**config.mk**
```make
export PLATFORM = sky130hd
export DESIGN_NAME = lcd_mode_line_timing
export DESIGN_NICKNAME = d
export VERILOG_FILES = /design/src/design/lmlt_pkg.sv /design/src/design/lcd_mode_line_timing.sv
export SDC_FILE = /design/constraint.sdc
export NUM_CORES = 1
export LEC_CHECK = 0
export ABC_AREA = 1
export ABC_CLOCK_PERIOD_IN_PS = 4800
export BUFFER_PORTS_ARGS = -buffer_cell sky130_fd_sc_hd__buf_2
export CORE_MARGIN = 3
export CORE_UTILIZATION = 45
export DETAILED_ROUTE_END_ITERATION = 10
export GPL_TIMING_DRIVEN = 0
export SLEW_MARGIN = 25
export SYNTH_ARGS = -nofsm -noshare
export SYNTH_HDL_FRONTEND = slang
export SYNTH_SLANG_ARGS = --single-unit
```
**constraint.sdc**
```tcl
create_clock -name clock -period 4.8 [get_ports clock]
set_input_delay 0.72 -clock clock [delete_from_list [all_inputs] [get_ports clock]]
set_output_delay 0.72 -clock clock [all_outputs]
set_load 0.02 [all_outputs]
```
**src/design/lmlt_pkg.sv**
```systemverilog
// ----------------------------------------------------------------------------
// LCD mode and line timing - shared definitions
// Widths, timing lengths, register indexes and the display mode type.
// ----------------------------------------------------------------------------
package lmlt_pkg;

   localparam int VISIBLE_LINES = 144;
   localparam int TOTAL_LINES   = 154;

   localparam int LINE_W  = 8;
   localparam int CYC_W   = 8;
   localparam int ACC_W   = 10;
   localparam int MODE_W  = 2;
   localparam int CMP_W   = 8;
   localparam int STATE_W = 3;
   localparam int CSR_IDX_W  = 2;
   localparam int CSR_DATA_W = 8;

   localparam logic [ACC_W-1:0] HBLANK_LEN = ACC_W'(207);
   localparam logic [ACC_W-1:0] VBLANK_LEN = ACC_W'(456);
   localparam logic [ACC_W-1:0] OAM_LEN    = ACC_W'(83);
   localparam logic [ACC_W-1:0] XFER_LEN   = ACC_W'(175);
   localparam logic [ACC_W-1:0] ACC_MAX    = '1;

   localparam logic [LINE_W-1:0] LAST_LINE = LINE_W'(TOTAL_LINES - 1);
   localparam logic [LINE_W-1:0] VBL_LINE  = LINE_W'(VISIBLE_LINES);

   // register indexes
   localparam logic [CSR_IDX_W-1:0] REG_LCD_ENABLE   = 2'd0;
   localparam logic [CSR_IDX_W-1:0] REG_COMPARE_LINE = 2'd1;
   localparam logic [CSR_IDX_W-1:0] REG_STAT_INT_EN  = 2'd2;

   // stat enable bit positions
   localparam int EN_HBLANK = 0;
   localparam int EN_VBLANK = 1;
   localparam int EN_OAM    = 2;

   // input item command
   localparam logic CMD_TICK       = 1'b0;
   localparam logic CMD_CLEAR_LINE = 1'b1;

   // reported mode codes
   localparam logic [MODE_W-1:0] PPU_HBLANK = 2'd0;
   localparam logic [MODE_W-1:0] PPU_VBLANK = 2'd1;
   localparam logic [MODE_W-1:0] PPU_OAM    = 2'd2;
   localparam logic [MODE_W-1:0] PPU_XFER   = 2'd3;

   typedef enum logic [3:0] {
      ST_HBLANK = 4'b0001,
      ST_VBLANK = 4'b0010,
      ST_OAM    = 4'b0100,
      ST_XFER   = 4'b1000
   } disp_state_type;

   function automatic logic [MODE_W-1:0] mode_code(input disp_state_type st);
      logic [MODE_W-1:0] code;
      case (st)
         ST_HBLANK: code = PPU_HBLANK;
         ST_VBLANK: code = PPU_VBLANK;
         ST_OAM:    code = PPU_OAM;
         ST_XFER:   code = PPU_XFER;
         default:   code = PPU_HBLANK;
      endcase
      return code;
   endfunction

endpackage

```
**src/design/lcd_mode_line_timing.sv**
```systemverilog
// ----------------------------------------------------------------------------
// LCD mode and line timing
// Steps the display through oam scan, transfer, hblank and vblank from
// elapsed-cycle ticks; keeps the line counter and coincidence flag.
// ----------------------------------------------------------------------------
// The accumulator add, saturation, one length compare and subtract, and the
// line advance and compare all sit between the state registers and the
// result register, so a new item is taken every cycle unless req_stall holds
// it. The result register is taken up again in the same cycle it is
// emptied; req_stall is high only while a result waits and rsp_stall is high.
// Configuration writes go straight to the registers.
module lcd_mode_line_timing (
   input  logic                            clock,
   input  logic                            reset,
   input  logic                            req_valid,
   output logic                            req_stall,
   input  logic                            req_mode,
   input  logic [lmlt_pkg::CYC_W-1:0]      req_elapsed_cycles,
   input  logic                            req_cpu_int_enabled,
   output logic                            rsp_valid,
   input  logic                            rsp_stall,
   output logic [lmlt_pkg::MODE_W-1:0]     rsp_ppu_mode,
   output logic [lmlt_pkg::LINE_W-1:0]     rsp_line,
   output logic                            rsp_coincidence,
   output logic                            rsp_vblank_irq,
   output logic                            rsp_stat_irq,
   output logic                            rsp_render_strobe,
   input  logic                            csr_we,
   input  logic [lmlt_pkg::CSR_IDX_W-1:0]  csr_index,
   input  logic [lmlt_pkg::CSR_DATA_W-1:0] csr_wdata
);
   import lmlt_pkg::*;

   logic                 lcd_enable_ff;
   logic [CMP_W-1:0]     compare_line_ff;
   logic [STATE_W-1:0]   stat_en_ff;

   logic [ACC_W-1:0]     acc_ff, acc_in;
   disp_state_type       state_ff, state_in;
   logic [LINE_W-1:0]    line_ff, line_in;
   logic                 coin_ff, coin_in;

   logic                 rsp_valid_ff;
   logic [MODE_W-1:0]    rsp_mode_ff;
   logic [LINE_W-1:0]    rsp_line_ff;
   logic                 rsp_coin_ff;
   logic                 rsp_vbl_ff, rsp_stat_ff, rsp_rend_ff;

   logic                 vbl_in, stat_in, rend_in;
   logic                 accept;
   logic                 enable_rise;
   logic [ACC_W:0]       sum;
   logic [ACC_W-1:0]     acc_sat;
   logic [LINE_W-1:0]    line_adv;
   logic                 adv_coin;
   logic                 ime;

   assign req_stall = rsp_valid_ff & rsp_stall;
   assign accept    = req_valid & ~req_stall;
   assign ime       = req_cpu_int_enabled;

   assign enable_rise = csr_we & (csr_index == REG_LCD_ENABLE) & csr_wdata[0] & ~lcd_enable_ff;

   assign sum      = {1'b0, acc_ff} + {{(ACC_W+1-CYC_W){1'b0}}, req_elapsed_cycles};
   assign acc_sat  = sum[ACC_W] ? ACC_MAX : sum[ACC_W-1:0];
   assign line_adv = (line_ff == LAST_LINE) ? '0 : line_ff + LINE_W'(1);
   assign adv_coin = (line_adv == compare_line_ff);

   always_comb begin
      acc_in   = acc_ff;
      state_in = state_ff;
      line_in  = line_ff;
      coin_in  = coin_ff;
      vbl_in   = 1'b0;
      stat_in  = 1'b0;
      rend_in  = 1'b0;
      if (req_mode == CMD_CLEAR_LINE) begin
         line_in = '0;
      end else if (lcd_enable_ff) begin
         acc_in = acc_sat;
         case (state_ff)
            ST_HBLANK: begin
               if (acc_sat >= HBLANK_LEN) begin
                  acc_in  = acc_sat - HBLANK_LEN;
                  line_in = line_adv;
                  coin_in = adv_coin;
                  if (line_adv == VBL_LINE) begin
                     state_in = ST_VBLANK;
                     vbl_in   = 1'b1;
                     stat_in  = ime & (adv_coin | stat_en_ff[EN_VBLANK]);
                  end else begin
                     state_in = ST_OAM;
                     stat_in  = ime & (adv_coin | stat_en_ff[EN_OAM]);
                  end
               end
            end
            ST_VBLANK: begin
               if (acc_sat >= VBLANK_LEN) begin
                  acc_in  = acc_sat - VBLANK_LEN;
                  line_in = line_adv;
                  coin_in = adv_coin;
                  if (line_adv == '0) begin
                     state_in = ST_OAM;
                     stat_in  = ime & (adv_coin | stat_en_ff[EN_OAM]);
                  end else begin
                     stat_in  = ime & adv_coin;
                  end
               end
            end
            ST_OAM: begin
               if (acc_sat >= OAM_LEN) begin
                  acc_in   = acc_sat - OAM_LEN;
                  state_in = ST_XFER;
               end
            end
            ST_XFER: begin
               if (acc_sat >= XFER_LEN) begin
                  acc_in   = acc_sat - XFER_LEN;
                  state_in = ST_HBLANK;
                  rend_in  = 1'b1;
                  stat_in  = ime & stat_en_ff[EN_HBLANK];
               end
            end
            default: begin
               state_in = ST_HBLANK;
            end
         endcase
      end
   end

   always_ff @(posedge clock) begin
      if (reset) begin
         lcd_enable_ff   <= 1'b1;
         compare_line_ff <= '0;
         stat_en_ff      <= '0;
         acc_ff          <= '0;
         state_ff        <= ST_HBLANK;
         line_ff         <= '0;
         coin_ff         <= 1'b0;
         rsp_valid_ff    <= 1'b0;
      end else begin
         if (enable_rise) begin
            acc_ff  <= '0;
            line_ff <= '0;
         end else if (accept) begin
            acc_ff  <= acc_in;
            line_ff <= line_in;
         end
         if (accept) begin
            state_ff <= state_in;
            coin_ff  <= coin_in;
         end
         if (csr_we) begin
            case (csr_index)
               REG_LCD_ENABLE:   lcd_enable_ff   <= csr_wdata[0];
               REG_COMPARE_LINE: compare_line_ff <= csr_wdata[CMP_W-1:0];
               REG_STAT_INT_EN:  stat_en_ff      <= csr_wdata[STATE_W-1:0];
               default: ;
            endcase
         end
         if (accept) begin
            rsp_valid_ff <= 1'b1;
         end else if (~rsp_stall) begin
            rsp_valid_ff <= 1'b0;
         end
      end
   end

   always_ff @(posedge clock) begin
      if (accept) begin
         rsp_mode_ff <= mode_code(state_in);
         rsp_line_ff <= line_in;
         rsp_coin_ff <= coin_in;
         rsp_vbl_ff  <= vbl_in;
         rsp_stat_ff <= stat_in;
         rsp_rend_ff <= rend_in;
      end
   end

   assign rsp_valid         = rsp_valid_ff;
   assign rsp_ppu_mode      = rsp_mode_ff;
   assign rsp_line          = rsp_line_ff;
   assign rsp_coincidence   = rsp_coin_ff;
   assign rsp_vblank_irq    = rsp_vbl_ff;
   assign rsp_stat_irq      = rsp_stat_ff;
   assign rsp_render_strobe = rsp_rend_ff;

endmodule

```
Word-level counts from Yosys, hierarchy flattened
Index checks and enable logic that the tools add are counted.
{"block": "word_totals", "regBits": 50, "inputBits": 25, "output_inout_bits": 16, "elab_cells": 101}
{"block": "op_classes", "addsub": 6, "order_cmp": 4, "n_eq_ne": 13, "muxes": 37, "bitwise": 17, "n_reduce_logical": 10}
{"op": "10-bit 2-to-1 mux", "n": 5}
{"op": "8-bit 2-to-1 mux", "n": 5}
{"op": "10-bit one-hot mux with 4 select lines", "n": 1}
{"op": "4-bit 2-to-1 mux", "n": 7}
{"op": "10-bit by 8-bit >= comparator with 1-bit output (second input constant)", "n": 2}
{"op": "10-bit by 8-bit subtractor with 10-bit output (second input constant)", "n": 2}
{"op": "8-bit == test (second input constant)", "n": 2}
{"op": "4-bit one-hot mux with 4 select lines", "n": 1}
{"op": "8-bit one-hot mux with 2 select lines", "n": 1}
{"op": "1-bit 2-to-1 mux", "n": 13}
{"op": "10-bit by 8-bit adder with 11-bit output", "n": 1}
{"op": "10-bit by 7-bit >= comparator with 1-bit output (second input constant)", "n": 1}
{"op": "10-bit by 9-bit >= comparator with 1-bit output (second input constant)", "n": 1}
{"op": "10-bit by 7-bit subtractor with 10-bit output (second input constant)", "n": 1}
{"op": "10-bit by 9-bit subtractor with 10-bit output (second input constant)", "n": 1}
{"op": "1-bit AND", "n": 9}
{"op": "8-bit by 1-bit adder with 8-bit output (second input constant)", "n": 1}
{"op": "4-bit by 2-bit == test with 1-bit output (second input constant)", "n": 2}
{"op": "4-bit by 3-bit == test with 1-bit output (second input constant)", "n": 2}
{"op": "4-bit == test (second input constant)", "n": 2}
{"op": "8-bit == test", "n": 1}
{"op": "8-bit logical NOT", "n": 1}
{"op": "1-bit inverter", "n": 6}
{"op": "2-bit one-hot mux with 3 select lines", "n": 1}
{"op": "other kinds (14)", "n": 18}

Logic depth before layout (Yosys ltp)
Gate-level depths: netlist (run 1).
{"block": "depth", "word_depth": 10, "mapped_depth": 23, "mapped_depth_nobuf": 23}

Worst setup path after synthesis (run 1)
OpenSTA, ideal clock, no wires.
{"block": "synth_timing", "path_type": "input to register", "from": "input req_elapsed_cycles[0] in the netlist's numbering", "to": "register rsp_mode_ff[0] (netlist: rsp_ppu_mode[0]), data pin", "setup_time_ns": 0.256, "arrival_ns": 2.947, "required_ns": 4.544, "slack_ns": 1.597, "path_stages": 21, "n_path_buf": 1, "path_cell_list": "ha_1 > inv_1 > fa_1 > nor2_1 > nand2_1 > nand2_1 > o21ai_2 > buf_6 > nand2_1 > ha_1 > nand3_2 > nand2_4 > nand2_4 > nand2_4 > nand3b_2 > nand2_1 > nand2_1 > nand2_1 > inv_2 > nand2_1 > a21oi_1"}
{"block": "synth_between", "elab_chain_len": 9, "word_cells_on_any_way": 17, "classes_between": "1 x add/sub; 4 x order compare; 3 x eq/ne; 9 x mux"}
{"element": "start: declaration", "line_no": "lcd_mode_line_timing.sv:18", "rtl": "input logic [lmlt_pkg::CYC_W-1:0] req_elapsed_cycles,"}
{"element": "10-bit by 8-bit adder with 11-bit output (*)", "line_no": "lcd_mode_line_timing.sv:64", "rtl": "assign sum = {1'b0, acc_ff} + {{(ACC_W+1-CYC_W){1'b0}}, req_elapsed_cycles};"}
{"element": "10-bit 2-to-1 mux (*)", "line_no": "lcd_mode_line_timing.sv:65", "rtl": "assign acc_sat = sum[ACC_W] ? ACC_MAX : sum[ACC_W-1:0];"}
{"element": "10-bit by 8-bit >= comparator with 1-bit output, or another cell as far along", "line_no": "lcd_mode_line_timing.sv:117", "rtl": "if (acc_sat >= XFER_LEN) begin"}
{"element": "4-bit 2-to-1 mux, on equally long branches"}
{"element": "4-bit one-hot mux with 4 select lines (*)", "line_no": "lcd_mode_line_timing.sv:81", "rtl": "case (state_ff)"}
{"element": "4-bit 2-to-1 mux (*)", "line_no": "lcd_mode_line_timing.sv:79", "rtl": "end else if (lcd_enable_ff) begin"}
{"element": "4-bit 2-to-1 mux (*)", "line_no": "lcd_mode_line_timing.sv:77", "rtl": "if (req_mode == CMD_CLEAR_LINE) begin"}
{"element": "4-bit == test, or another cell as far along", "line_no": "lmlt_pkg.sv:57", "rtl": "case (st)"}
{"element": "2-bit one-hot mux with 3 select lines (*)", "line_no": "lmlt_pkg.sv:57"}
{"element": "end signal: assignment", "line_no": "lcd_mode_line_timing.sv:171", "rtl": "rsp_mode_ff <= mode_code(state_in);"}
{"element": "end: declaration", "line_no": "lcd_mode_line_timing.sv:44", "rtl": "logic [MODE_W-1:0] rsp_mode_ff;"}
Mark *: on every way between the ends. The rest lies on a longest branch, timed or not.
A chain may end at the register's enable or synchronous reset.

Worst setup path in the final report (run 1)
Ends and elaborated chain as after synthesis.

==> results of run 1 <==
==> state kept, by name (all words and copies together), names as in the netlist, 2 cells and up <==
signal	count
rsp_ppu_mode	2
rsp_line	8
acc_ff	10
line_ff	8
state_ff	4
compare_line_ff	8
stat_en_ff	3
==> report_power, final <==
group	internal [mW]	switching (mW)	total (mW)
registers	0.490	0.0424	0.532
logic	0.417	0.941	1.36
clock network	0.106	0.149	0.256
total	1.01	1.13	2.15
==> layer usage <==
| metal | up-vias | wire (um) | part of all wire | GRT usage |
|---|---|---|---|---|
| met5 | - | 0 | 0 | 0 |
| met4 | 0 | 57 | 0.0045 | 0.02437 |
| met3 | 6 | 809 | 0.063 | 0.02779 |
| met2 | 141 | 5592 | 0.44 | 0.3520 |
| met1 | 2074 | 6328 | 0.49 | 0.3506 |
| li1 | 2377 | - | - | - |
==> final cells by class <==
cell class,count,area share
Sequential cell,50,0.2353
Inverter,101,0.07869
Timing Repair Buffer,39,0.04025
Multi-Input combinational cell,544,0.5849
Clock buffer,6,0.01496
Buffer,9,0.009030
Tap cell,129,0.03328
Clock inverter,2,0.003612
==> critical path: stages <==
cell and delay, ns:
sky130_fd_sc_hd__buf_2 0.08, sky130_fd_sc_hd__ha_1 0.20, sky130_fd_sc_hd__inv_1 0.07, sky130_fd_sc_hd__fa_1 0.40, sky130_fd_sc_hd__nor2_1 0.12, sky130_fd_sc_hd__nand2_1 0.08
sky130_fd_sc_hd__nand2_1 0.08, sky130_fd_sc_hd__o21ai_2 0.08, sky130_fd_sc_hd__buf_6 0.16, sky130_fd_sc_hd__nand2_1 0.11, sky130_fd_sc_hd__ha_1 0.28, sky130_fd_sc_hd__nand3_2 0.20
sky130_fd_sc_hd__nand2_1 0.13, sky130_fd_sc_hd__nand3_1 0.13, sky130_fd_sc_hd__nand2_2 0.16, sky130_fd_sc_hd__nand2_2 0.11, sky130_fd_sc_hd__nand3_1 0.12, sky130_fd_sc_hd__o21ai_0 0.17
sky130_fd_sc_hd__nand3_1 0.13, sky130_fd_sc_hd__a21oi_1 0.05
==> layout by cell type (no fill, tap or decap), drive strengths merged, types with 6 or more instances in the layout <==
master  instances
a21oi          34
buf            41
clkbuf         13
dfxtp          36
edfxtp         14
ha             12
inv           101
nand2         216
nand3          86
nand4          13
nor2           98
nor3            6
o211ai          6
o21ai          48
xnor2           8
xor2            6
==> logic make-up (layout without fill, tap and decap cells) <==
| family | count (synthesis) | count (layout) | share of synthesized area |
|---|---|---|---|
| AND/OR/NAND/NOR | 423 | 423 | 0.4613 |
| buffers and inverters | 110 | 157 | 0.09636 |
| AO/OA/AOI/OAI | 94 | 94 | 0.1165 |
| flip-flops | 50 | 50 | 0.2592 |
| XOR/XNOR | 14 | 14 | 0.02786 |
| adder cells (fa/ha/maj) | 13 | 13 | 0.03866 |
==> through the flow <==
| step | hold WS, ns | utilization | worst slack (ns) |
|---|---|---|---|
| finish | 0.4864 | 0.5175 | 1.270 |
| global route | 0.5184 | 0.5175 | 1.074 |
| global placement | 0.4606 | 0.5077 | 1.068 |
| detailed placement | 0.4678 | 0.5079 | 0.9876 |
| floorplan | 0.4234 | - | 1.597 |
| CTS | 0.4829 | 0.5175 | 1.320 |
==> final timing paths <==
kind	endpoint	slack [ns]	cells past startpoint
max	rsp_ppu_mode[0]$_DFFE_PP_	1.27	20
min	rsp_valid$_SDFFE_PP0P_	0.49	2
max reg2reg	rsp_ppu_mode[0]$_DFFE_PP_	1.39	19
min reg2reg	rsp_valid$_SDFFE_PP0P_	0.49	2
==> impl_metrics.prom, run 1 <==
# TYPE chip_impl_metric gauge
chip_impl_metric{name="number_of_antenna_violations_at_the_first_check_in_global_routing",unit=""} 0
chip_impl_metric{name="final_antenna_net_count",unit=""} 0
chip_impl_metric{name="synth.yosys.seq_area_share",unit=""} 0.2592
chip_impl_info{name="worst_setup_path_start_kind",value="input pin"} 1
chip_impl_metric{name="count_of_endpoints_failing_setup_in_the_final_report",unit=""} 0
chip_impl_metric{name="fin_crit_sh",unit=""} 0.7354
chip_impl_metric{name="ir_worst_vdd",unit="V"} 0.0001744
chip_impl_info{name="post-synth-top-area-cell",value="sky130_fd_sc_hd__nand2_1"} 1
chip_impl_metric{name="seqCellArea",unit="sq um"} 1141
chip_impl_info{name="clk_root_buffer_cell",value="sky130_fd_sc_hd__clkbuf_8"} 1
chip_impl_metric{name="mappedNetlistNets",unit=""} 742
chip_impl_metric{name="ioPinCount",unit=""} 41
chip_impl_metric{name="yosys.cell_types.count",unit=""} 40
chip_impl_metric{name="critPathArrivalTime",unit="ns"} 3.59
chip_impl_info{name="worstReg2RegStart",value="acc_ff[0]$_SDFFE_PP0P_"} 1
chip_impl_metric{name="via_count_of_the_first_global_routing_pass",unit=""} 4177
chip_impl_metric{name="final_weighted_congestion_in_routability_driven_placement",unit=""} 0.9802
chip_impl_metric{name="clock_tree.buffer_depth",unit=""} 2
chip_impl_metric{name="postSynthAreaPerCell",unit="sq um"} 6.252
chip_impl_metric{name="power_per_cell_area",unit="nW/um^2"} 442.5
chip_impl_metric{name="detail_route.vias_per_cell",unit=""} 5.225
chip_impl_metric{name="total_power",unit="mW"} 2.146
chip_impl_metric{name="ys_async_sr_fraction",unit=""} 0
chip_impl_metric{name="post_cts_resize_count",unit=""} 0
chip_impl_metric{name="die-area",unit="sq um"} 11000
chip_impl_info{name="count_leader_synth",value="sky130_fd_sc_hd__nand2_1"} 1
chip_impl_metric{name="slew_viol_final",unit=""} 0
chip_impl_metric{name="initial_utilization",unit=""} 0.4697
chip_impl_metric{name="area_occupied_by_multi_input_gates",unit="sq um"} 2836
chip_impl_info{name="rsz0062_at_grt",value="no"} 1
chip_impl_metric{name="antennaDiodeCount",unit=""} 0
chip_impl_metric{name="core",unit="sq um"} 9371
chip_impl_info{name="hold_start",value="rsp_valid$_SDFFE_PP0P_"} 1
chip_impl_metric{name="gr-usage-all-layers",unit=""} 0.2282
chip_impl_metric{name="clkSlewWorstSetupHoldPaths",unit="ns"} 0.09
chip_impl_info{name="hold_class",value="register to register"} 1
chip_impl_metric{name="grt.overflow.total",unit=""} 0
chip_impl_metric{name="rows",unit=""} 35
chip_impl_metric{name="postPlaceCellArea",unit="sq um"} 4760
chip_impl_metric{name="n_fill_cell",unit=""} 991
chip_impl_metric{name="average_wire_per_standard_cell",unit="um"} 14.53
chip_impl_metric{name="crit_required",unit="ns"} 4.86
chip_impl_metric{name="die-height",unit="um"} 104.9
chip_impl_metric{name="drt_pass1_iterations",unit=""} 5
chip_impl_info{name="ys_top_cells_by_count",value="sky130_fd_sc_hd__nand2_1, sky130_fd_sc_hd__inv_1, sky130_fd_sc_hd__nor2_1"} 1
chip_impl_metric{name="layoutNonFillerInstCount",unit=""} 880
chip_impl_metric{name="grt_max_degree",unit=""} 24
chip_impl_metric{name="via_count",unit=""} 4598
chip_impl_metric{name="global_route_wire_length_before_repair",unit="um"} 20750
chip_impl_metric{name="cts-hold-fix-buffers",unit=""} 0
chip_impl_info{name="timing.critical_path.from",value="req_elapsed_cycles[0]"} 1
chip_impl_metric{name="fin_worst_skew",unit="ns"} 0.005066
chip_impl_metric{name="drive_gt1_frac",unit=""} 0.1531
chip_impl_metric{name="setup_tns",unit="ns"} 0
chip_impl_metric{name="synth_enable_flop_cells",unit=""} 14
chip_impl_metric{name="post_cts_buffers",unit=""} 0
chip_impl_metric{name="final-hold-violation-count",unit=""} 0
chip_impl_metric{name="critical_path_peak_fanout",unit=""} 10
chip_impl_metric{name="layout.nets",unit=""} 788
chip_impl_metric{name="fp.dieW",unit="um"} 104.9
chip_impl_metric{name="power.static_leakage",unit="nW"} 2.526
chip_impl_metric{name="dp_hpwl",unit="um"} 10230
chip_impl_metric{name="tightest_slew",unit="ns"} 0.8251
chip_impl_metric{name="synth.top_cell.area_share",unit=""} 0.1654
chip_impl_metric{name="synth.cell_area",unit="sq um"} 4402
chip_impl_metric{name="cts-buffers-inserted",unit=""} 5
chip_impl_metric{name="clock_tree.htree_level_count",unit=""} 2
chip_impl_metric{name="drt_wl_total",unit="um"} 12790
chip_impl_metric{name="postSynthCellCount",unit=""} 704
chip_impl_metric{name="drc",unit=""} 0
chip_impl_metric{name="slew-limit-headroom",unit=""} 0.4441
chip_impl_metric{name="timing_limited_maximum_frequency",unit="MHz"} 283.3
chip_impl_info{name="status",value="finished, final reports clean"} 1
chip_impl_metric{name="placed_cells",unit=""} 872
chip_impl_info{name="synth_ff_type",value="sky130_fd_sc_hd__dfxtp_1"} 1
chip_impl_metric{name="areaGrowthSynthToFinish",unit="%"} 10.18
chip_impl_metric{name="drt_first_iter_violations",unit=""} 324
chip_impl_info{name="worst_setup_path_end_kind",value="register"} 1
chip_impl_metric{name="ys_warn_count",unit=""} 0
chip_impl_metric{name="finish.instance_area",unit="sq um"} 4850
chip_impl_info{name="synth.top_cells.by_area",value="sky130_fd_sc_hd__nand2_1, sky130_fd_sc_hd__dfxtp_1, sky130_fd_sc_hd__edfxtp_1"} 1
chip_impl_metric{name="ys_ff_latch",unit=""} 50
chip_impl_metric{name="placement.io_buffers",unit=""} 39
chip_impl_metric{name="fin_crit",unit="ns"} 3.530
chip_impl_metric{name="timing.max_cap.violations",unit=""} 0
chip_impl_info{name="timing_worst_setup_path_type",value="input pin to register"} 1
chip_impl_metric{name="insertion_delay_of_the_later_clocked_pin_in_the_worst_skew_pair",unit="ns"} 0.31
chip_impl_info{name="clock_tree_from_tritoncts",value="done"} 1
chip_impl_metric{name="cts_num_sinks",unit=""} 50
No activity file was read; power rests on OpenSTA's default activity.
==> run 2, diff against run 1 <==
- ABC_AREA: 1 -> 0
- ABC_CLOCK_PERIOD_IN_PS: 4800 -> 3050
- PLACE_DENSITY: not set -> 0.66
- clock period: 4.8 -> 3.05 ns (I/O delays scaled with it)
==> impl_metrics.prom, run 2 <==
# TYPE chip_impl_metric gauge
chip_impl_info{name="status",value="finished with violations"} 1
chip_impl_metric{name="ir_worst_vdd",unit="V"} 0.0003129
chip_impl_metric{name="drt_first_iter_violations",unit=""} 597
chip_impl_metric{name="worst_path_largest_cell_delay",unit="ns"} 0.56
chip_impl_metric{name="insertion_delay_of_the_later_clocked_pin_in_the_worst_skew_pair",unit="ns"} 0.31
chip_impl_metric{name="die-area",unit="sq um"} 10740
chip_impl_metric{name="worst_hold_stages",unit=""} 3
chip_impl_metric{name="power.share.sequential",unit=""} 0.265
chip_impl_metric{name="fin_crit",unit="ns"} 3.882
chip_impl_info{name="most_frequent_cells_in_the_layout",value="sky130_fd_sc_hd__nor2_1, sky130_fd_sc_hd__buf_2, sky130_fd_sc_hd__buf_4"} 1
chip_impl_metric{name="power_per_cell_area",unit="nW/um^2"} 493.7
chip_impl_metric{name="ff2ff_setup_slack",unit="ns"} -0.83
chip_impl_metric{name="number_of_antenna_violations_at_the_first_check_in_global_routing",unit=""} 1
chip_impl_metric{name="final-hold-violation-count",unit=""} 0
chip_impl_info{name="min_to",value="compare_line_ff[4]$_SDFFE_PP0P_"} 1
chip_impl_metric{name="timing.max_cap.violations",unit=""} 0
chip_impl_metric{name="placement.io_buffers",unit=""} 40
chip_impl_metric{name="clock_tree.htree_level_count",unit=""} 2
chip_impl_metric{name="largest_register_ff_count",unit=""} 10
chip_impl_metric{name="layout.nets",unit=""} 665
chip_impl_info{name="ys_top_cells_by_count",value="sky130_fd_sc_hd__nor2_1, sky130_fd_sc_hd__a21oi_1, sky130_fd_sc_hd__nand2_1"} 1
chip_impl_metric{name="areaGrowthSynthToFinish",unit="%"} 33.95
chip_impl_metric{name="area_occupied_by_multi_input_gates",unit="sq um"} 3501
chip_impl_info{name="synth.top_cells.by_area",value="sky130_fd_sc_hd__dfxtp_1, sky130_fd_sc_hd__edfxtp_1, sky130_fd_sc_hd__nor2_1"} 1
chip_impl_metric{name="yosys.cell_types.count",unit=""} 86
chip_impl_metric{name="fin_crit_sh",unit=""} 1.273
chip_impl_metric{name="power.combinational.fraction",unit=""} 0.562
chip_impl_metric{name="crit_required",unit="ns"} 3.20
chip_impl_metric{name="postSynthCellCount",unit=""} 533
chip_impl_info{name="rsz0062_at_grt",value="yes"} 1
chip_impl_metric{name="grt.overflow.total",unit=""} 0
chip_impl_metric{name="die-height",unit="um"} 103.6
chip_impl_metric{name="ys_ff_latch",unit=""} 50
chip_impl_metric{name="antennaDiodeCount",unit=""} 0
chip_impl_metric{name="power.static_leakage",unit="nW"} 2.150
chip_impl_info{name="clock_tree_from_tritoncts",value="done"} 1
chip_impl_metric{name="worst_r2r_path_depth",unit=""} 18
chip_impl_metric{name="core",unit="sq um"} 9240
chip_impl_metric{name="clock_tree.buffer_depth",unit=""} 2
chip_impl_info{name="synth_ff_type",value="sky130_fd_sc_hd__dfxtp_1"} 1
chip_impl_metric{name="count_of_endpoints_failing_setup_in_the_final_report",unit=""} 37
chip_impl_metric{name="internal_power",unit="mW"} 1.690
chip_impl_metric{name="fp.dieW",unit="um"} 103.6
chip_impl_info{name="timing_worst_setup_path_type",value="register to register"} 1
chip_impl_metric{name="layoutNonFillerInstCount",unit=""} 757
chip_impl_metric{name="critical_path_peak_fanout",unit=""} 3
chip_impl_metric{name="via_count",unit=""} 4708
chip_impl_metric{name="ioPinCount",unit=""} 41
chip_impl_info{name="worst_setup_path_end_kind",value="register"} 1
chip_impl_metric{name="initial_utilization",unit=""} 0.4643
chip_impl_metric{name="seqCellArea",unit="sq um"} 1146
chip_impl_info{name="worstPathCellList",value="ha_4 > inv_2 > fa_2 > nand2b_4 > a21boi_4 > o31a_4 > nor2_4 > inv_2 > ha_4 > inv_4 > or4_4 > o211ai_4 > a211oi_4 > buf_12 > a211o_1 > a31o_4 > a21o_1 > a21oi_4"} 1
chip_impl_metric{name="final_weighted_congestion_in_routability_driven_placement",unit=""} 0.9237
chip_impl_info{name="clk_root_buffer_cell",value="sky130_fd_sc_hd__clkbuf_8"} 1
chip_impl_info{name="failed_checks",value="negative setup slack"} 1
chip_impl_metric{name="drt_pass1_iterations",unit=""} 5
chip_impl_metric{name="mappedNetlistNets",unit=""} 571
chip_impl_metric{name="switchingPower",unit="mW"} 1.148
chip_impl_info{name="final_common_cell",value="sky130_fd_sc_hd__nor2_1"} 1
chip_impl_metric{name="timing_limited_maximum_frequency",unit="MHz"} 257.6
chip_impl_metric{name="slew-limit-headroom",unit=""} 0.2868
chip_impl_metric{name="synth.cell_area",unit="sq um"} 4290
chip_impl_metric{name="ys_warn_count",unit=""} 0
chip_impl_metric{name="dp_hpwl",unit="um"} 9571
chip_impl_metric{name="n_fill_cell",unit=""} 769
chip_impl_metric{name="final_antenna_net_count",unit=""} 0
chip_impl_info{name="path_delay_family",value="compound AO/OA/AOI/OAI gates"} 1
chip_impl_metric{name="drc",unit=""} 0
chip_impl_metric{name="power.switching_fraction",unit=""} 0.4045
chip_impl_metric{name="cts_num_sinks",unit=""} 50
chip_impl_metric{name="drive_gt1_frac",unit=""} 0.3567
chip_impl_metric{name="synth.top_cell.area_share",unit=""} 0.1680
chip_impl_metric{name="postSynthAreaPerCell",unit="sq um"} 8.049
chip_impl_info{name="count_leader_synth",value="sky130_fd_sc_hd__nor2_1"} 1
chip_impl_metric{name="global_route_wire_length_before_repair",unit="um"} 22380
chip_impl_metric{name="power_frac_clock",unit=""} 0.173
chip_impl_metric{name="worst_slack",unit="ns"} -0.8324
chip_impl_metric{name="rows",unit=""} 35
chip_impl_info{name="worstReg2RegStart",value="acc_ff[0]$_SDFFE_PP0P_"} 1
chip_impl_metric{name="critPathArrivalTime",unit="ns"} 4.03
chip_impl_info{name="worst_path_max_delay_cell",value="sky130_fd_sc_hd__or4_4"} 1
chip_impl_info{name="hold_start",value="csr_wdata[4]"} 1
chip_impl_metric{name="average_wire_per_standard_cell",unit="um"} 18.93
chip_impl_metric{name="synth_enable_flop_cells",unit=""} 14
chip_impl_metric{name="placed_cells",unit=""} 703
chip_impl_metric{name="gr-usage-all-layers",unit=""} 0.2504
chip_impl_info{name="worstReg2RegEnd",value="rsp_ppu_mode[1]$_DFFE_PP_"} 1
chip_impl_metric{name="drt_wl_total",unit="um"} 14330
chip_impl_metric{name="clkSlewWorstSetupHoldPaths",unit="ns"} 0.10
chip_impl_metric{name="ys_async_sr_fraction",unit=""} 0
chip_impl_info{name="post-synth-top-area-cell",value="sky130_fd_sc_hd__dfxtp_1"} 1
chip_impl_info{name="worst_setup_path_start_kind",value="register"} 1
chip_impl_metric{name="fin_worst_skew",unit="ns"} 0.009907
chip_impl_metric{name="slew_viol_final",unit=""} 0
chip_impl_metric{name="cts-buffers-inserted",unit=""} 5
chip_impl_metric{name="setup_tns",unit="ns"} -22.18
chip_impl_metric{name="cp.buffers_inverters",unit=""} 4
chip_impl_metric{name="grt_max_degree",unit=""} 18
chip_impl_info{name="hold_class",value="input pin to register"} 1
chip_impl_info{name="largest_reg_by_ff_count",value="acc_ff"} 1
chip_impl_metric{name="via_count_of_the_first_global_routing_pass",unit=""} 4446
chip_impl_metric{name="synth.yosys.seq_area_share",unit=""} 0.2660
chip_impl_metric{name="detail_route.vias_per_cell",unit=""} 6.219
chip_impl_metric{name="tightest_slew",unit="ns"} 1.061
[run 2: cell count changes in the layout (fill, tap and decap cells not counted), moves of 9 or more]
cell,delta
sky130_fd_sc_hd__nand2_1,-162
sky130_fd_sc_hd__mux2i_1,+15
sky130_fd_sc_hd__buf_4,+36
sky130_fd_sc_hd__nand3_1,-61
sky130_fd_sc_hd__xnor2_1,+9
sky130_fd_sc_hd__nor2_1,-25
sky130_fd_sc_hd__inv_1,-75
sky130_fd_sc_hd__inv_2,-10
sky130_fd_sc_hd__buf_6,+10
[run 2: worst max path at each step]
stage          slack (ns)                   endpoint  cells past startpoint                   start
3_3_place_gp        -1.55  rsp_ppu_mode[0]$_DFFE_PP_                     16   req_elapsed_cycles[3]
5_1_grt             -0.93  rsp_ppu_mode[1]$_DFFE_PP_                     18  acc_ff[0]$_SDFFE_PP0P_
3_5_place_dp        -1.56  rsp_ppu_mode[1]$_DFFE_PP_                     17   req_elapsed_cycles[5]
6_report            -0.83  rsp_ppu_mode[1]$_DFFE_PP_                     18  acc_ff[0]$_SDFFE_PP0P_
4_1_cts             -0.77    line_ff[2]$_SDFFE_PP0P_                     19  acc_ff[0]$_SDFFE_PP0P_
2_1_floorplan       -0.84    line_ff[5]$_SDFFE_PP0P_                     19   req_elapsed_cycles[0]
[run 2: cells by family after synthesis]
group / share of synthesized area
flip-flops: 0.2660
buffers and inverters: 0.04258
AND/OR/NAND/NOR: 0.2438
multiplexers: 0.04491
AO/OA/AOI/OAI: 0.3059
XOR/XNOR: 0.05716
adder cells (fa/ha/maj): 0.03966
[run 2: area by class of cell]
type,count,area share
timing repair buffer,89,0.1106
buffer,23,0.02199
clock inverter,2,0.006314
inverter,16,0.01110
multi-input combinational,442,0.6092
clock buffer,6,0.01328
tap,129,0.02809
sequential,50,0.1994
[run 2: metal layers]
metal  routed length [um]  GRT usage  up-vias  part of all wire
li1                     -          -     2190                 -
met1                 6312     0.3568     2206              0.44
met2                 6315     0.3799      264              0.44
met3                 1350    0.05545       46             0.094
met4                  342    0.07407        2             0.024
met5                   13          0        -           0.00091
[run 2: per-stage QoR]
step                hold WS, ns  area, sq um  power [mW]  utilization  worst slack, ns
floorplan                0.4486         4364       1.597            -          -0.8396
global placement         0.4761         4726       1.822       0.5114           -1.553
detailed placement       0.4793         4748       1.835       0.5139           -1.559
CTS                      0.3778         5449       2.629       0.5897          -0.7674
global route             0.3773         5747       2.969       0.6219          -0.9318
finish                   0.3779         5747       2.837       0.6219          -0.8324
[run 2: power groups by stage]
stage / clock network (mW) / logic, mW / registers, mW
floorplan: 0 / 0.826 / 0.772
global placement: 0 / 1.06 / 0.761
detailed placement: 0 / 1.07 / 0.763
CTS: 0.495 / 1.38 / 0.751
global route: 0.521 / 1.69 / 0.756
finish: 0.492 / 1.59 / 0.751
[run 2: repair_timing]
action	4_1_cts	5_1_grt
buffers inserted	34	15
setup endpoints to repair	37	37
hold buffers	0	0
pin swaps	40	44
gates resized for setup	68	44
[run 2: worst reg2reg max path, stage by stage (launching register included)]
cell	delay (ns)
sky130_fd_sc_hd__dfxtp_2	0.36
sky130_fd_sc_hd__ha_4	0.13
sky130_fd_sc_hd__inv_2	0.03
sky130_fd_sc_hd__fa_2	0.35
sky130_fd_sc_hd__nand2b_4	0.18
sky130_fd_sc_hd__a21boi_4	0.24
sky130_fd_sc_hd__o31a_4	0.19
sky130_fd_sc_hd__nor2_4	0.04
sky130_fd_sc_hd__inv_2	0.06
sky130_fd_sc_hd__ha_4	0.14
sky130_fd_sc_hd__inv_4	0.03
sky130_fd_sc_hd__or4_4	0.56
sky130_fd_sc_hd__o211ai_4	0.13
sky130_fd_sc_hd__a211oi_4	0.14
sky130_fd_sc_hd__buf_12	0.16
sky130_fd_sc_hd__a211o_1	0.29
sky130_fd_sc_hd__a31o_4	0.26
sky130_fd_sc_hd__a21o_1	0.22
sky130_fd_sc_hd__a21oi_4	0.21
